<file path="config.mk">
export PLATFORM = sky130hd
export DESIGN_NAME = ssm_dense_mem
export DESIGN_NICKNAME = d
export VERILOG_FILES = /design/src/rtl/ssm_pkg.sv /design/src/rtl/ssm_dense_mem.sv
export SDC_FILE = /design/constraint.sdc
export NUM_CORES = 2
export LEC_CHECK = 0
export BUFFER_PORTS_ARGS = -buffer_cell sky130_fd_sc_hd__buf_2
export CAP_MARGIN = 25
export CORE_MARGIN = 2
export CORE_UTILIZATION = 41
export DETAILED_ROUTE_END_ITERATION = 7
export GPL_TIMING_DRIVEN = 0
export HOLD_SLACK_MARGIN = 0.05
export PLACE_DENSITY = 0.56
export SETUP_SLACK_MARGIN = 0.15
export SLEW_MARGIN = 20
export SYNTH_ARGS = -nofsm -noshare
export SYNTH_HDL_FRONTEND = slang
export SYNTH_SLANG_ARGS = --single-unit
</file>
<file path="constraint.sdc">
create_clock -name clk -period 5.8 [get_ports clk]
set_input_delay 0.29 -clock clk [delete_from_list [all_inputs] [get_ports clk]]
set_output_delay 0.29 -clock clk [all_outputs]
set_load 0.01 [all_outputs]
</file>
<file path="src/rtl/ssm_pkg.sv">
// Package for the sparse set membership block: codes, widths and defaults.
// Used by the request/result interfaces, the memories and the top level.
package ssm_pkg;

    // Fixed field widths of the request and result.
    localparam int KEY_W       = 10;
    localparam int OPCODE_W    = 2;
    localparam int STATUS_W    = 3;
    localparam int COUNT_OUT_W = 9;

    // Default sizes of the key universe and of the member table.
    localparam int UNIVERSE_DEF = 1024;
    localparam int CAPACITY_DEF = 256;

    typedef enum logic [OPCODE_W-1:0] {
        OP_INSERT = 2'd0,
        OP_SEARCH = 2'd1,
        OP_DELETE = 2'd2
    } opcode_t;

    typedef enum logic [STATUS_W-1:0] {
        ST_OK     = 3'd0,
        ST_RANGE  = 3'd1,
        ST_FULL   = 3'd2,
        ST_DUP    = 3'd3,
        ST_ABSENT = 3'd4
    } status_t;

    // Sequencer states: idle, sparse table read, dense table read and write-back.
    typedef enum logic [1:0] {
        S_IDLE   = 2'd0,
        S_SPARSE = 2'd1,
        S_DENSE  = 2'd2
    } state_t;

endpackage

</file>
<file path="src/rtl/ssm_dense_mem.sv">
// Dense member table: member keys by slot, two read ports and one write port.
// Synchronous reads with registered data; only slots below the count are trusted.
module ssm_dense_mem #(
    parameter int DEPTH = ssm_pkg::CAPACITY_DEF,
    parameter int AW    = 8,
    parameter int DW    = ssm_pkg::KEY_W
) (
    input  logic          clk,
    input  logic          rd_en,
    input  logic [AW-1:0] rd_addr_a,
    output logic [DW-1:0] rd_data_a,
    input  logic [AW-1:0] rd_addr_b,
    output logic [DW-1:0] rd_data_b,
    input  logic          wr_en,
    input  logic [AW-1:0] wr_addr,
    input  logic [DW-1:0] wr_data
);

    logic [DW-1:0] mem [DEPTH];
    logic [DW-1:0] rd_data_a_reg;
    logic [DW-1:0] rd_data_b_reg;

    always_ff @(posedge clk)
    begin
        if (wr_en)
        begin
            mem[wr_addr] <= wr_data;
        end
    end

    always_ff @(posedge clk)
    begin
        if (rd_en)
        begin
            rd_data_a_reg <= mem[rd_addr_a];
            rd_data_b_reg <= mem[rd_addr_b];
        end
    end

    assign rd_data_a = rd_data_a_reg;
    assign rd_data_b = rd_data_b_reg;

endmodule

</file>
==> results_dict.tcl <==
set metrics [dict create \
    end_kind "register" \
    ant_nets 0 \
    core_um2 291000 \
    ys_async_sr_fraction_pct 0 \
    synth.largest_area_cell "edfxtp_1" \
    routabilityCongestion 1.03 \
    pwr-share-clk_pct 42.5 \
    synth_area_leaders "edfxtp_1 64%, mux4_2 24%, mux2i_1 3.3%" \
    die_h_um 546 \
    dieWidth_um 546 \
    antenna_found_initial 60 \
    hp-class "in2reg" \
    synth_top_area_share_pct 64.4 \
    post_drt_via_cell_ratio 7.32 \
    cts_inserted_buffers 298 \
    yosys_warnings 0 \
    avgSynthCellArea_um2 20.1 \
    swShare_pct 26.4 \
    seqPwrFrac_pct 46.4 \
    relSlewSlack_pct 2.42 \
    cts-root-buf "clkbuf_16" \
    fmax_ghz 0.177 \
    vias 78800 \
    ys_ff_latch 2580 \
    postCtsSetupRepairBufs 0 \
    drv_slew 0 \
    fin_ws_ps 162 \
    dpl.hpwl_um 436000 \
    hold_violations 0 \
    syn_nets 6017 \
    first_iter_violations 16000 \
    cts.clk_slew.worst_paths_ps 60 \
    finalSetupViolCount 0 \
    skew_ps 81.1 \
    worst-setup-path-type "in2reg" \
    io_buffers 43 \
    wl_per_cell_um 56.1 \
    grt_max_degree 129 \
    die_area_um2 298000 \
    seq_area_frac_synth_pct 64.4 \
    drc 0 \
    syn_to_final_growth_pct 16.7 \
    clock_latency_ps 980 \
    fillCellCount 24200 \
    initial_core_util_pct 41.3 \
    synthCells 5980 \
    synth.most_common_cell "edfxtp_1" \
    switchingPower_mw 11.7 \
    first_global_vias 73800 \
    final.period_utilization_pct 97.2 \
    critPathMaxFanout 11 \
    cts_tree "done" \
    syn_area_um2 120000 \
    io_pins 57 \
    leakage_nw 44.4 \
    clock_sinks 2580 \
    maxCapViolations 0 \
    grt_setup_unrepaired "false" \
    dp_slack_ps -338 \
    nets 6638 \
    vdd.ir_drop.worst_mv 0.230 \
    worst_pin_slew_ps 1440 \
    status "complete, no violations" \
    drive_gt1_share_pct 39.2 \
    start_kind "input pin" \
    grt_overflow 0 \
    rows 198 \
    pwr_density_cell_nw_per_um2 316 \
    synth_edf_count 2580 \
    final_core_util_pct 48.2 \
    htree_levels 5 \
    largest_register_ff_count 2560 \
    clock_path_buffers 4 \
    cp_data_arrival_time_ps 6450 \
    worstPathRequired_ps 6610 \
    synth_ff_type "edfxtp_1" \
    wl_um 604000 \
    comb_power_share_pct 11.1 \
    fin_crit_ps 5640 \
    ys_top_cells_by_count "2580 x edfxtp_1, 1262 x mux4_2, 395 x mux2i_1" \
    track_usage_pct 40.0 \
    grt_pass1_wl_um 764000 \
    intPower_mw 32.7 \
    ys_types 68 \
    firstDrtPassIters 7 \
]
metrics by stage:
step	TNS, ps	instance area, um2	hold WS, ps	cells	total power [mW]
global route	0	140000	188	10700	44.9
detailed placement	-1670	130000	569	10200	25.7
finish	0	140000	126	10800	44.4
CTS	0	140000	68.2	10700	44.1
global placement	-24770	125000	706	9923	25.5
floorplan	0	120000	389	5980	23.0
what timing repair did:
action,CTS,global route
setup endpoints to repair,0,0
gates resized for setup,0,0
endpoints found under the hold margin,709,0
hold buffers,12,0
layout by cell type, fill, tap and decap left out, types with 50 or more instances in the layout:
cell | synthesis | final
clkbuf_1 | 179 | 150
buf_2 | 121 | 179
buf_6 | 63 | 125
a22oi_1 | 51 | 51
o21ai_0 | 51 | 51
mux4_2 | 1262 | 1262
a21oi_1 | 58 | 54
nor2_2 | 3 | 242
nor2_1 | 341 | 94
nor3_1 | 53 | 50
o221ai_1 | 77 | 77
mux2i_1 | 395 | 395
buf_8 | 18 | 113
a221oi_1 | 59 | 57
clkinv_1 | 1 | 65
clkbuf_16 | 0 | 300
buf_4 | 68 | 94
o22ai_1 | 92 | 90
edfxtp_1 | 2580 | 2580
a22o_1 | 57 | 57
nand2_1 | 92 | 92
clkbuf_2 | 1 | 90
worst paths after layout:
path                                            start                endpoint  slack, ps  cells past startpoint
worst max-delay path                     rd_addr_b[1]  rd_data_b[3]$_DFFE_PP_        160                     10
worst min-delay path                       wr_addr[0]   mem[195][1]$_DFFE_PP_        130                      3
worst max register to register  mem[103][0]$_DFFE_PP_  rd_data_a[0]$_DFFE_PP_       1480                      6
worst min register to register   mem[62][8]$_DFFE_PP_  rd_data_b[8]$_DFFE_PP_       1360                      5
routing by layer:
layer | vias up | share of wire (%) | track usage [%]
li1 | 27400 | - | -
met1 | 42700 | 36 | 51.6
met2 | 7126 | 42 | 56.0
met3 | 1531 | 15 | 16.3
met4 | 22 | 7.7 | 25.5
met5 | - | 0.039 | 0
critical path: stages:
cell and delay (ps):
buf_2 500, buf_4 710, buf_2 960, buf_2 890, buf_2 920, mux2i_1 260
a211oi_1 810, nor3_1 290, nor4_1 380, buf_2 250
final cells by class:
class | instances | area (um2) | area share [%]
buffer | 480 | 3060 | 2.18
inverter | 10 | 37.5 | 0.0267
timing repair buffer | 321 | 4650 | 3.31
sequential | 2580 | 77500 | 55.2
clock inverter | 166 | 1730 | 1.23
tap | 3900 | 4880 | 3.48
antenna | 33 | 82.6 | 0.0588
clock buffer | 361 | 7740 | 5.51
multi-input combinational | 2910 | 40800 | 29.0
power by group through the flow:
stage	Sequential [mW]	Clock, mW	Combinational, mW
global route	20.6	19.5	4.82
detailed placement	21.0	0	4.66
global placement	21.1	0	4.43
finish	20.6	18.9	4.95
floorplan	21.0	0	1.96
CTS	20.6	18.9	4.67
logic make-up (layout without fill, tap and decap cells):
group                  Yosys count  count (layout)  synth area share, %
muxes                         1676            1676                 27.1
other                            0              33                    0
AOI/OAI and AO/OA              603             603                 3.71
and+or+nand+nor                631             631                 2.33
buffers and inverters          490            1338                 2.47
DFF                           2580            2580                 64.4
(Power assumes the default switching activity.)
